File: config.mk
export PLATFORM = sky130hd
export DESIGN_NAME = planar_tile_band_to_raster_core
export DESIGN_NICKNAME = d
export VERILOG_FILES = /design/src/rtl/ptbr_pkg.sv /design/src/rtl/ptbr_ctrl.sv /design/src/rtl/ptbr_datapath.sv /design/src/rtl/planar_tile_band_to_raster_core.sv
export VERILOG_INCLUDE_DIRS = /design/src /design/src/rtl
export SDC_FILE = /design/constraint.sdc
export NUM_CORES = 2
export LEC_CHECK = 0
export ABC_AREA = 1
export BUFFER_PORTS_ARGS = -buffer_cell sky130_fd_sc_hd__buf_4
export CORE_UTILIZATION = 30
export CTS_CLUSTER_SIZE = 25
export DETAILED_ROUTE_END_ITERATION = 8
export PLACE_DENSITY = 0.48
export SYNTH_ARGS = -nofsm -noshare
export SYNTH_HDL_FRONTEND = slang
export SYNTH_SLANG_ARGS = --single-unit
File: constraint.sdc
create_clock -name clk_i -period 5.8 [get_ports clk_i]
set_input_delay 0.87 -clock clk_i [delete_from_list [all_inputs] [get_ports clk_i]]
set_output_delay 0.87 -clock clk_i [all_outputs]
set_load 0.005 [all_outputs]
File: src/rtl/planar_tile_band_to_raster_core_assert.svh
// Assertion macros shared by the planar tile band converter.
`ifndef PLANAR_TILE_BAND_TO_RASTER_CORE_ASSERT_SVH
`define PLANAR_TILE_BAND_TO_RASTER_CORE_ASSERT_SVH

// Check a property on every rising clock edge outside reset.
`define PTBR_ASSERT(lbl, clk, rstn, prop) \
  lbl: assert property (@(posedge clk) disable iff (!rstn) prop) \
    else $error("ptbr: assertion failed");

// Check that a condition never holds outside reset.
`define PTBR_ASSERT_NEVER(lbl, clk, rstn, cond) \
  lbl: assert property (@(posedge clk) disable iff (!rstn) !(cond)) \
    else $error("ptbr: forbidden condition seen");

`endif

File: src/rtl/ptbr_pkg.sv
// -----------------------------------------------------------------------------
// ptbr_pkg
// Types and constants for the planar tile band to raster converter.
// -----------------------------------------------------------------------------
`timescale 1ns / 1ps
`default_nettype none

package ptbr_pkg;

  // Default geometry
  localparam int TILES_ACROSS_DEF      = 16;
  localparam int PIXELS_PER_RESULT_DEF = 32;

  // Fixed tile layout: 8 low-plane rows then 8 high-plane rows
  localparam int TILE_BYTES = 16;
  localparam int PLANE_ROWS = 8;
  localparam int GROUP_BITS = 64;

  // Input item
  typedef struct packed {
    logic [7:0] data_byte;
    logic       end_of_data;
  } item_in_t;

  // Result item
  typedef struct packed {
    logic [GROUP_BITS-1:0] pixel_group;
    logic [2:0]            row_in_band;
    logic [1:0]            group_in_row;
    logic                  band_done;
    logic                  image_done;
  } item_out_t;

  // Commands from controller to datapath
  typedef struct packed {
    logic wr;          // store the accepted byte
    logic begin_band;  // latch end flag, clear walk counters
    logic rd_hi;       // read address selects the high plane
    logic cap_lo;      // capture low-plane byte
    logic merge;       // merge tile row into the group accumulator
    logic flush;       // emit the padded remainder of a row
    logic band_end;    // band finished, clear the fill count
  } ptbr_cmd_t;

  // Status from datapath to controller
  typedef struct packed {
    logic fill_last;   // next byte fills the band
    logic last_tile;   // walk is on the last tile of the row
    logic last_row;    // walk is on the last row of the band
    logic pend_rem;    // pixels remain in the accumulator after the merge
  } ptbr_stat_t;

endpackage

`default_nettype wire

File: src/rtl/ptbr_ctrl.sv
// -----------------------------------------------------------------------------
// ptbr_ctrl
// Sequencer: takes bytes while idle, then walks the band tile by tile,
// row by row, issuing reads, merges and row flushes to the datapath.
// -----------------------------------------------------------------------------
`timescale 1ns / 1ps
`default_nettype none

module ptbr_ctrl import ptbr_pkg::*; (
  input  logic       clk_i,
  input  logic       rst_ni,
  input  logic       start,
  input  logic       end_of_data_i,
  input  ptbr_stat_t stat_i,
  output logic       busy,
  output ptbr_cmd_t  cmd_o
);

  localparam logic [2:0] S_IDLE  = 3'd0;
  localparam logic [2:0] S_RD_LO = 3'd1;
  localparam logic [2:0] S_RD_HI = 3'd2;
  localparam logic [2:0] S_MERGE = 3'd3;
  localparam logic [2:0] S_FLUSH = 3'd4;

  logic [2:0] state_q, state_d;

  // Next state and commands
  always_comb begin
    state_d = state_q;
    cmd_o   = '0;
    unique case (state_q)
      S_IDLE: begin
        if (start) begin
          cmd_o.wr = 1'b1;
          if (stat_i.fill_last || end_of_data_i) begin
            cmd_o.begin_band = 1'b1;
            state_d          = S_RD_LO;
          end
        end
      end
      S_RD_LO: begin
        state_d = S_RD_HI;
      end
      S_RD_HI: begin
        cmd_o.rd_hi  = 1'b1;
        cmd_o.cap_lo = 1'b1;
        state_d      = S_MERGE;
      end
      S_MERGE: begin
        cmd_o.merge = 1'b1;
        if (!stat_i.last_tile) begin
          state_d = S_RD_LO;
        end else if (stat_i.pend_rem) begin
          state_d = S_FLUSH;
        end else if (stat_i.last_row) begin
          cmd_o.band_end = 1'b1;
          state_d        = S_IDLE;
        end else begin
          state_d = S_RD_LO;
        end
      end
      S_FLUSH: begin
        cmd_o.flush = 1'b1;
        if (stat_i.last_row) begin
          cmd_o.band_end = 1'b1;
          state_d        = S_IDLE;
        end else begin
          state_d = S_RD_LO;
        end
      end
      default: begin
        state_d = S_IDLE;
      end
    endcase
  end

  // State register
  always_ff @(posedge clk_i or negedge rst_ni) begin
    if (!rst_ni) begin
      state_q <= S_IDLE;
    end else begin
      state_q <= state_d;
    end
  end

  assign busy = (state_q != S_IDLE);

endmodule

`default_nettype wire

File: src/rtl/ptbr_datapath.sv
// -----------------------------------------------------------------------------
// ptbr_datapath
// Band store, fill count, tile walk counters and the group accumulator
// that packs 8-pixel tile rows into fixed-size pixel groups.
// -----------------------------------------------------------------------------
`timescale 1ns / 1ps
`default_nettype none

`include "planar_tile_band_to_raster_core_assert.svh"

module ptbr_datapath import ptbr_pkg::*; #(
  parameter int TILES_ACROSS      = TILES_ACROSS_DEF,
  parameter int PIXELS_PER_RESULT = PIXELS_PER_RESULT_DEF
) (
  input  logic       clk_i,
  input  logic       rst_ni,
  input  ptbr_cmd_t  cmd_i,
  input  item_in_t   item_i,
  output ptbr_stat_t stat_o,
  output logic       result_valid_o,
  output item_out_t  result_o
);

  localparam int BAND_BYTES = TILES_ACROSS * TILE_BYTES;
  localparam int ADDR_W     = $clog2(BAND_BYTES);
  localparam int FILL_W     = $clog2(BAND_BYTES + 1);
  localparam int TILE_W     = (TILES_ACROSS > 1) ? $clog2(TILES_ACROSS) : 1;
  localparam int ROW_PIXELS = TILES_ACROSS * PLANE_ROWS;
  localparam int GROUPS     = (ROW_PIXELS + PIXELS_PER_RESULT - 1) / PIXELS_PER_RESULT;
  localparam int GRP_W      = (GROUPS > 1) ? $clog2(GROUPS) : 1;
  localparam int PIX_BITS   = 2 * PIXELS_PER_RESULT;
  localparam int ACC_W      = 2 * (PIXELS_PER_RESULT + PLANE_ROWS);
  localparam int K_W        = $clog2(PIXELS_PER_RESULT + PLANE_ROWS);

  logic [7:0]        mem [BAND_BYTES];
  logic [7:0]        rdata_q;
  logic              rd_ok_q;
  logic [FILL_W-1:0] fill_q;
  logic              last_q;
  logic [TILE_W-1:0] tile_q;
  logic [2:0]        row_q;
  logic [GRP_W-1:0]  grp_q;
  logic [K_W-1:0]    k_q;
  logic [ACC_W-1:0]  acc_q;
  logic [7:0]        lo_q;
  logic              result_valid_q;
  item_out_t         result_q;

  logic [TILE_W+3:0]   rd_addr_full;
  logic [ADDR_W-1:0]   rd_addr;
  logic                rd_ok;
  logic [7:0]          byte_val;
  logic [15:0]         tile_pix;
  logic [ACC_W-1:0]    merged;
  logic [K_W-1:0]      k_sum;
  logic                emit_full;
  logic [K_W-1:0]      k_after;
  logic [ACC_W-1:0]    acc_after;
  logic                last_tile;
  logic                emit;
  logic [PIX_BITS-1:0] emit_bits;
  logic                band_final;

  // Byte address: tile * 16 + plane * 8 + row
  assign rd_addr_full = {tile_q, cmd_i.rd_hi, row_q};
  assign rd_addr      = rd_addr_full[ADDR_W-1:0];
  assign rd_ok        = (FILL_W'(rd_addr) < fill_q);

  // Band store: write at the fill position, read for the walk
  always_ff @(posedge clk_i) begin
    if (cmd_i.wr) begin
      mem[fill_q[ADDR_W-1:0]] <= item_i.data_byte;
    end
    rdata_q <= mem[rd_addr];
    rd_ok_q <= rd_ok;
  end

  // Drop bytes past the received data
  assign byte_val = rd_ok_q ? rdata_q : 8'h00;

  // Interleave planes, leftmost pixel (MSB) into the lowest pixel slot
  always_comb begin
    for (int j = 0; j < PLANE_ROWS; j++) begin
      tile_pix[2*j]   = lo_q[7-j];
      tile_pix[2*j+1] = byte_val[7-j];
    end
  end

  // Append eight pixels above the k pixels already held
  assign merged    = acc_q | (ACC_W'(tile_pix) << {k_q, 1'b0});
  assign k_sum     = k_q + K_W'(PLANE_ROWS);
  assign emit_full = (k_sum >= K_W'(PIXELS_PER_RESULT));
  assign k_after   = emit_full ? (k_sum - K_W'(PIXELS_PER_RESULT)) : k_sum;
  assign acc_after = emit_full ? (merged >> PIX_BITS) : merged;
  assign last_tile = (tile_q == TILE_W'(TILES_ACROSS - 1));

  assign emit       = (cmd_i.merge && emit_full) || cmd_i.flush;
  assign emit_bits  = cmd_i.flush ? acc_q[PIX_BITS-1:0] : merged[PIX_BITS-1:0];
  assign band_final = (row_q == 3'(PLANE_ROWS - 1)) && (grp_q == GRP_W'(GROUPS - 1));

  // Status to the controller
  always_comb begin
    stat_o.fill_last = (fill_q == FILL_W'(BAND_BYTES - 1));
    stat_o.last_tile = last_tile;
    stat_o.last_row  = (row_q == 3'(PLANE_ROWS - 1));
    stat_o.pend_rem  = (k_after != '0);
  end

  // Fill count, walk counters and result strobe
  always_ff @(posedge clk_i or negedge rst_ni) begin
    if (!rst_ni) begin
      fill_q         <= '0;
      last_q         <= 1'b0;
      tile_q         <= '0;
      row_q          <= '0;
      grp_q          <= '0;
      k_q            <= '0;
      result_valid_q <= 1'b0;
    end else begin
      result_valid_q <= emit;
      if (cmd_i.wr) begin
        fill_q <= fill_q + FILL_W'(1);
      end else if (cmd_i.band_end) begin
        fill_q <= '0;
      end
      if (cmd_i.begin_band) begin
        last_q <= item_i.end_of_data;
        tile_q <= '0;
        row_q  <= '0;
        grp_q  <= '0;
        k_q    <= '0;
      end else if (cmd_i.merge) begin
        k_q    <= k_after;
        tile_q <= last_tile ? '0 : tile_q + TILE_W'(1);
        if (last_tile && (k_after == '0)) begin
          row_q <= row_q + 3'd1;
          grp_q <= '0;
        end else if (emit_full) begin
          grp_q <= grp_q + GRP_W'(1);
        end
      end else if (cmd_i.flush) begin
        k_q   <= '0;
        row_q <= row_q + 3'd1;
        grp_q <= '0;
      end
    end
  end

  // Accumulator, low-plane hold and result payload
  always_ff @(posedge clk_i) begin
    if (cmd_i.begin_band || cmd_i.flush) begin
      acc_q <= '0;
    end else if (cmd_i.merge) begin
      acc_q <= acc_after;
    end
    if (cmd_i.cap_lo) begin
      lo_q <= byte_val;
    end
    if (emit) begin
      result_q.pixel_group  <= GROUP_BITS'(emit_bits);
      result_q.row_in_band  <= row_q;
      result_q.group_in_row <= 2'(grp_q);
      result_q.band_done    <= band_final;
      result_q.image_done   <= band_final && last_q;
    end
  end

  assign result_valid_o = result_valid_q;
  assign result_o       = result_q;

  `PTBR_ASSERT(a_band_done_row, clk_i, rst_ni, (result_valid_o && result_o.band_done) |-> (result_o.row_in_band == 3'(PLANE_ROWS - 1)))
  `PTBR_ASSERT(a_image_in_band, clk_i, rst_ni, (result_valid_o && result_o.image_done) |-> result_o.band_done)
  `PTBR_ASSERT_NEVER(a_acc_count, clk_i, rst_ni, k_q >= K_W'(PIXELS_PER_RESULT))
  `PTBR_ASSERT_NEVER(a_fill_range, clk_i, rst_ni, fill_q > FILL_W'(BAND_BYTES))
  `PTBR_ASSERT(a_fill_cleared, clk_i, rst_ni, cmd_i.band_end |=> (fill_q == '0))

endmodule

`default_nettype wire

File: src/rtl/planar_tile_band_to_raster_core.sv
// Accepts one byte per cycle while idle; a byte that fills the band or carries end_of_data
// starts emission, and busy stays high until the last result is being issued.
// Emission walks 8 rows x TILES_ACROSS tiles; each tile takes two store reads and a merge on
// the single read port, and a row with a padded remainder adds a flush step.
// Results cannot be held off. Reset clears fill count and sequencer.
// -----------------------------------------------------------------------------
// planar_tile_band_to_raster_core
// Gathers 2bpp planar 8x8 tiles into a band and emits it as raster pixel groups.
// -----------------------------------------------------------------------------
`timescale 1ns / 1ps
`default_nettype none

module planar_tile_band_to_raster_core import ptbr_pkg::*; #(
  parameter int TILES_ACROSS      = TILES_ACROSS_DEF,
  parameter int PIXELS_PER_RESULT = PIXELS_PER_RESULT_DEF
) (
  input  logic      clk_i,
  input  logic      rst_ni,
  input  logic      start,
  output logic      busy,
  input  item_in_t  item_i,
  output logic      result_valid_o,
  output item_out_t result_o
);

  ptbr_cmd_t  cmd;
  ptbr_stat_t stat;

  // Sequencer
  ptbr_ctrl u_ctrl (
    .clk_i         (clk_i),
    .rst_ni        (rst_ni),
    .start         (start),
    .end_of_data_i (item_i.end_of_data),
    .stat_i        (stat),
    .busy          (busy),
    .cmd_o         (cmd)
  );

  // Store, counters and pixel packing
  ptbr_datapath #(
    .TILES_ACROSS      (TILES_ACROSS),
    .PIXELS_PER_RESULT (PIXELS_PER_RESULT)
  ) u_datapath (
    .clk_i          (clk_i),
    .rst_ni         (rst_ni),
    .cmd_i          (cmd),
    .item_i         (item_i),
    .stat_o         (stat),
    .result_valid_o (result_valid_o),
    .result_o       (result_o)
  );

endmodule

`default_nettype wire

==> results list <==
* Peak VDD IR: 590 uV
- Synthesis Warnings: 0
* Cell type group with the largest total delay on the critical path: simple AND/OR/NAND/NOR gates
- The count of buffers added on input and output ports is 84.
* Post-detailed-route count of antenna-violating nets: 0
- Setup violations remaining at the end of the flow were counted as 0.
* Footprint of the multi-input gates: 22,200 sq um
- Count of placed standard cells including taps: 12,000
- First DRT Iteration DRCs: 6,328
- Counting cells, the worst reg-to-reg path comes to 8.
* Post-DR wirelength/cell: 22.8 um
- Most common cell after layout, fill and taps aside: sky130_fd_sc_hd__nand2_1
* Switching part of the total power: 0.376
- Share of cells above drive strength 1: 0.0654
- Setup total negative slack on the finished layout was measured at 0 ps.
- In this run the worst path has a maximum fanout of 12.
* Area enclosed by the die boundary: 309,000 sq um
- Number of global-route vias before repair: 60,000
- Die W: 556 um
- Post-synthesis instance total: about 8,200
- In this run the worst setup path terminates at u_datapath.mem[6][0].
* CP Data Arrival Time: 4600 ps
- Number of buffers created by CTS: 234
* Avg Vias per Cell: 4.92
- Max-cap violations in this run came to 0.
- Summed area of non-filler cells in the final layout: 104,000 sq um
* Area of the placeable core: 306,000 sq um
* Ports: 85
- Total cell area at the placement stage: between 90,000 and 100,000 sq um
- The setup path with the least slack is of type reg2reg.
- The die is 556 um tall.
- Entering global routing, the biggest net connects 199 pins.
- Placed wire-length estimate: 162 mm
- The finished layout holds roughly 12,000 standard cells, fillers aside.
* Setup crit start: u_ctrl.state_q[2]
* Slew HR: 0.0195
- Number of sinks on the clock net: roughly 2,200
- Clk Tree Root Cell: sky130_fd_sc_hd__clkbuf_16
* Cell Rows: 203
- Slack of the worst reg-to-reg path: around 1700 ps
* Worst setup EP type: register
- Unrepaired setup endpoints after global routing: false
* Internal Power: roughly 30 mW
- Mean Syn Cell Area: 11.2 sq um
- The number of hold violations in the final report was 0.
- The final layout contains routed wiring with a total length of 283 mm.
- In this run the most critical hold path is launched from item_i[0].
- In the routed design, unresolved DRC markers number 0.
- Counting flops and latches in the post-synthesis netlist gives 2,242.
* TritonCTS clock tree: built
- The critical path runs through a total of 8 cells.
- Most frequent cells in the layout: 2,296 x sky130_fd_sc_hd__nand2_1, 2,127 x sky130_fd_sc_hd__edfxtp_1, 1,427 x sky130_fd_sc_hd__nand3_1
* Switching component of the power: 18.4 mW
- Of the post-synthesis cell area, the dominant cell type holds 0.694.
- At the worst endpoint, the required time is 6330 ps.
- Portion of total power attributed to the clock network: 0.298
* Minimum clock period after layout: roughly 4000 ps
* Cells taking the most area after synthesis: sky130_fd_sc_hd__edfxtp_1 69%, sky130_fd_sc_hd__nand2_1 9.4%, sky130_fd_sc_hd__nand3_1 7.8%, sky130_fd_sc_hd__nor2_1 3.3%, sky130_fd_sc_hd__dfxtp_1 1.9%
- Worst setup SP type: register
* Clock insertion delay at the later pin of the skew report: 910 ps
* Power per Cell Area: 470 nW/um^2
- When the netlist entered floorplanning its net count stood at 8,232.
* Clock tree buffer depth: 4
- Sequential cell area fraction in the yosys report: 0.720
* Pre-Repair DR Iteration Count: 6
* Overall track demand over capacity in global routing: 0.179
* Clock transition at path regs: 60 ps
* Highest-delay cell along the critical path: sky130_fd_sc_hd__nand3_2
- At the end of routability-driven placement, the weighted congestion stood at 0.854.
* Design Power: between 40 and 50 mW
- Summing over every cut layer, the via total after detailed routing is 61,000.
- Slew Limit Fails: 0
* Leftover overflow at the end of global routing: 0
- Total number of H-tree levels: 4
- Outcome: completed
- Share of total power in sequential cells: 0.383
- Number of fill cells: 30,300
- Highest attainable clock frequency: 0.245 GHz
* Post-Synthesis Cell Area: between 90,000 and 100,000 sq um
- CP Cell Sequence: inv_1, nand2_1, nor2_4, inv_1, nor2_1, nand3_2, buf_4, nor2_1
- Origin of the critical flop-to-flop path: u_ctrl.state_q[2]
* Utilization of the core after routing: 0.341
- The first global-routing pass estimated approximately 410 mm of wire.
* Final cycle utilization of the critical path: 0.703
* Starting density of the core: 0.301
- Worst clock skew on the final layout: ~58 ps
- Critical Path Max Stage Delay: 1000 ps
* Static power due to leakage: 37.5 nW
* Capturing point of the worst reg2reg path: u_datapath.mem[6][0]
* Combinational share of power: 0.319
- After the last flow step, the layout net total stands at between 8,000 and 9,000.
- The sequential cells in the finished layout cover a total of 66,300 sq um.
* Transition time at the pin with the least slew margin: 1470 ps
- Distinct cells, synth: 37
- Leading area contributor after synthesis: sky130_fd_sc_hd__edfxtp_1
- Worst Hold Class: in2reg
- The number of antenna violations at the first check in global routing came to 16.
- The critical path contains buffers and inverters numbering 3 combined.
- From synthesis to final layout, the design area changed by 13.3%.
## metal layers
metal,share of wire,vias up,global-route usage,wire [um]
met3,0.059,406,0.0206,16600
met5,0.000046,-,0,13
met4,0.028,2,0.0509,7950
met2,0.46,1995,0.287,130000
met1,0.45,30500,0.254,128000
li1,-,28200,-,-
## worst min-delay path by stage
stage	slack (ps)	cells past startpoint	to
2_1_floorplan	430	2	u_datapath.rd_ok_q
3_3_place_gp	440	2	u_datapath.acc_q[37]
3_5_place_dp	450	2	u_datapath.acc_q[39]
4_1_cts	170	3	u_datapath.last_q
5_1_grt	230	3	u_datapath.last_q
6_report	240	3	u_datapath.last_q
## cell type report
| type | count | area share |
|---|---|---|
| diodes | 1 | 0.0000240 |
| clock buffers | 301 | 0.0594 |
| clock inverters | 117 | 0.0105 |
| inverters | 352 | 0.0130 |
| multi-input cells | 5096 | 0.213 |
| flip-flops and latches | 2242 | 0.636 |
| well taps | 4100 | 0.0492 |
| repair buffers | 201 | 0.0189 |
## repair_timing
action                     CTS  global route
setup endpoints to repair    0             0
hold buffers                 1             0
setup buffers                0             0
hold endpoints to repair    26             0
resized for setup            0             0
## stage by stage
stage,setup slack (ps),hold slack (ps)
detailed placement,1390,445
CTS,1760,174
floorplan,2490,431
global route,1610,233
finish,1720,236
global placement,1420,440
## state kept, by name, summed over array words and instances, names as in the netlist
signal                     count
u_datapath.mem              2048
u_datapath.result_valid_o      1
u_datapath.k_q                 3
u_datapath.tile_q              4
u_datapath.fill_q              9
u_datapath.rd_ok_q             1
u_datapath.row_q               3
u_datapath.acc_q              80
u_datapath.rdata_q             8
u_datapath.grp_q               2
u_ctrl.state_q                 3
u_datapath.last_q              1
u_datapath.lo_q                8
u_datapath.result_o           71
## worst reg2reg max path: stages (launching register included)
cell and delay (ps):
sky130_fd_sc_hd__dfrtp_1 400, sky130_fd_sc_hd__inv_1 180, sky130_fd_sc_hd__nand2_1 170, sky130_fd_sc_hd__nor2_4 230, sky130_fd_sc_hd__inv_1 190, sky130_fd_sc_hd__nor2_1 440
sky130_fd_sc_hd__nand3_2 1000, sky130_fd_sc_hd__buf_4 570, sky130_fd_sc_hd__nor2_1 560
## kinds of logic after synthesis
family | count (synthesis) | synth area share
flops | 2242 | 0.720
fa+ha+maj | 17 | 0.00231
compound gates | 480 | 0.0302
simple gates | 4596 | 0.208
buf+inv | 865 | 0.0394
xor+xnor | 3 | 0.000285
## power by group through the flow
stage                     Combinational (mW)  Clock [mW]  Sequential, mW
after floorplan                         9.87           0            18.8
after CTS                               15.7        14.9            18.8
after global placement                  15.7           0            19.1
after global routing                    17.1        15.5            18.8
final                                   15.6        14.6            18.8
after detailed placement                15.6           0            19.1
## synth_stat cells
cell type                  instances
sky130_fd_sc_hd__nand2_1        2309
sky130_fd_sc_hd__a21o_1           49
sky130_fd_sc_hd__nor2_1          814
sky130_fd_sc_hd__nor3_2            1
sky130_fd_sc_hd__a21oi_1         103
sky130_fd_sc_hd__a221oi_1          1
sky130_fd_sc_hd__edfxtp_1       2127
sky130_fd_sc_hd__xnor2_1           2
sky130_fd_sc_hd__nand3_2           1
sky130_fd_sc_hd__clkbuf_1        249
sky130_fd_sc_hd__o21ai_0         207
sky130_fd_sc_hd__a211oi_1         16
sky130_fd_sc_hd__o32ai_1           1
sky130_fd_sc_hd__o211ai_1         64
sky130_fd_sc_hd__o311ai_1          1
sky130_fd_sc_hd__inv_4             1
sky130_fd_sc_hd__o41ai_1           1
sky130_fd_sc_hd__o22ai_1           2
sky130_fd_sc_hd__nor2_2            1
sky130_fd_sc_hd__nand3_1        1432
sky130_fd_sc_hd__o21ai_1          19
sky130_fd_sc_hd__o31ai_1           7
sky130_fd_sc_hd__buf_1            60
sky130_fd_sc_hd__ha_1             17
sky130_fd_sc_hd__inv_1           341
sky130_fd_sc_hd__o21bai_1          8
sky130_fd_sc_hd__nor2_4            1
sky130_fd_sc_hd__dfrtp_1          26
sky130_fd_sc_hd__buf_2           162
sky130_fd_sc_hd__clkinv_1          7
sky130_fd_sc_hd__buf_4            38
sky130_fd_sc_hd__nor3_1           37
sky130_fd_sc_hd__dfxtp_1          89
sky130_fd_sc_hd__a31oi_1           1
sky130_fd_sc_hd__buf_6             4
sky130_fd_sc_hd__inv_2             3
sky130_fd_sc_hd__xor2_1            1
(Power assumes the default switching activity.)
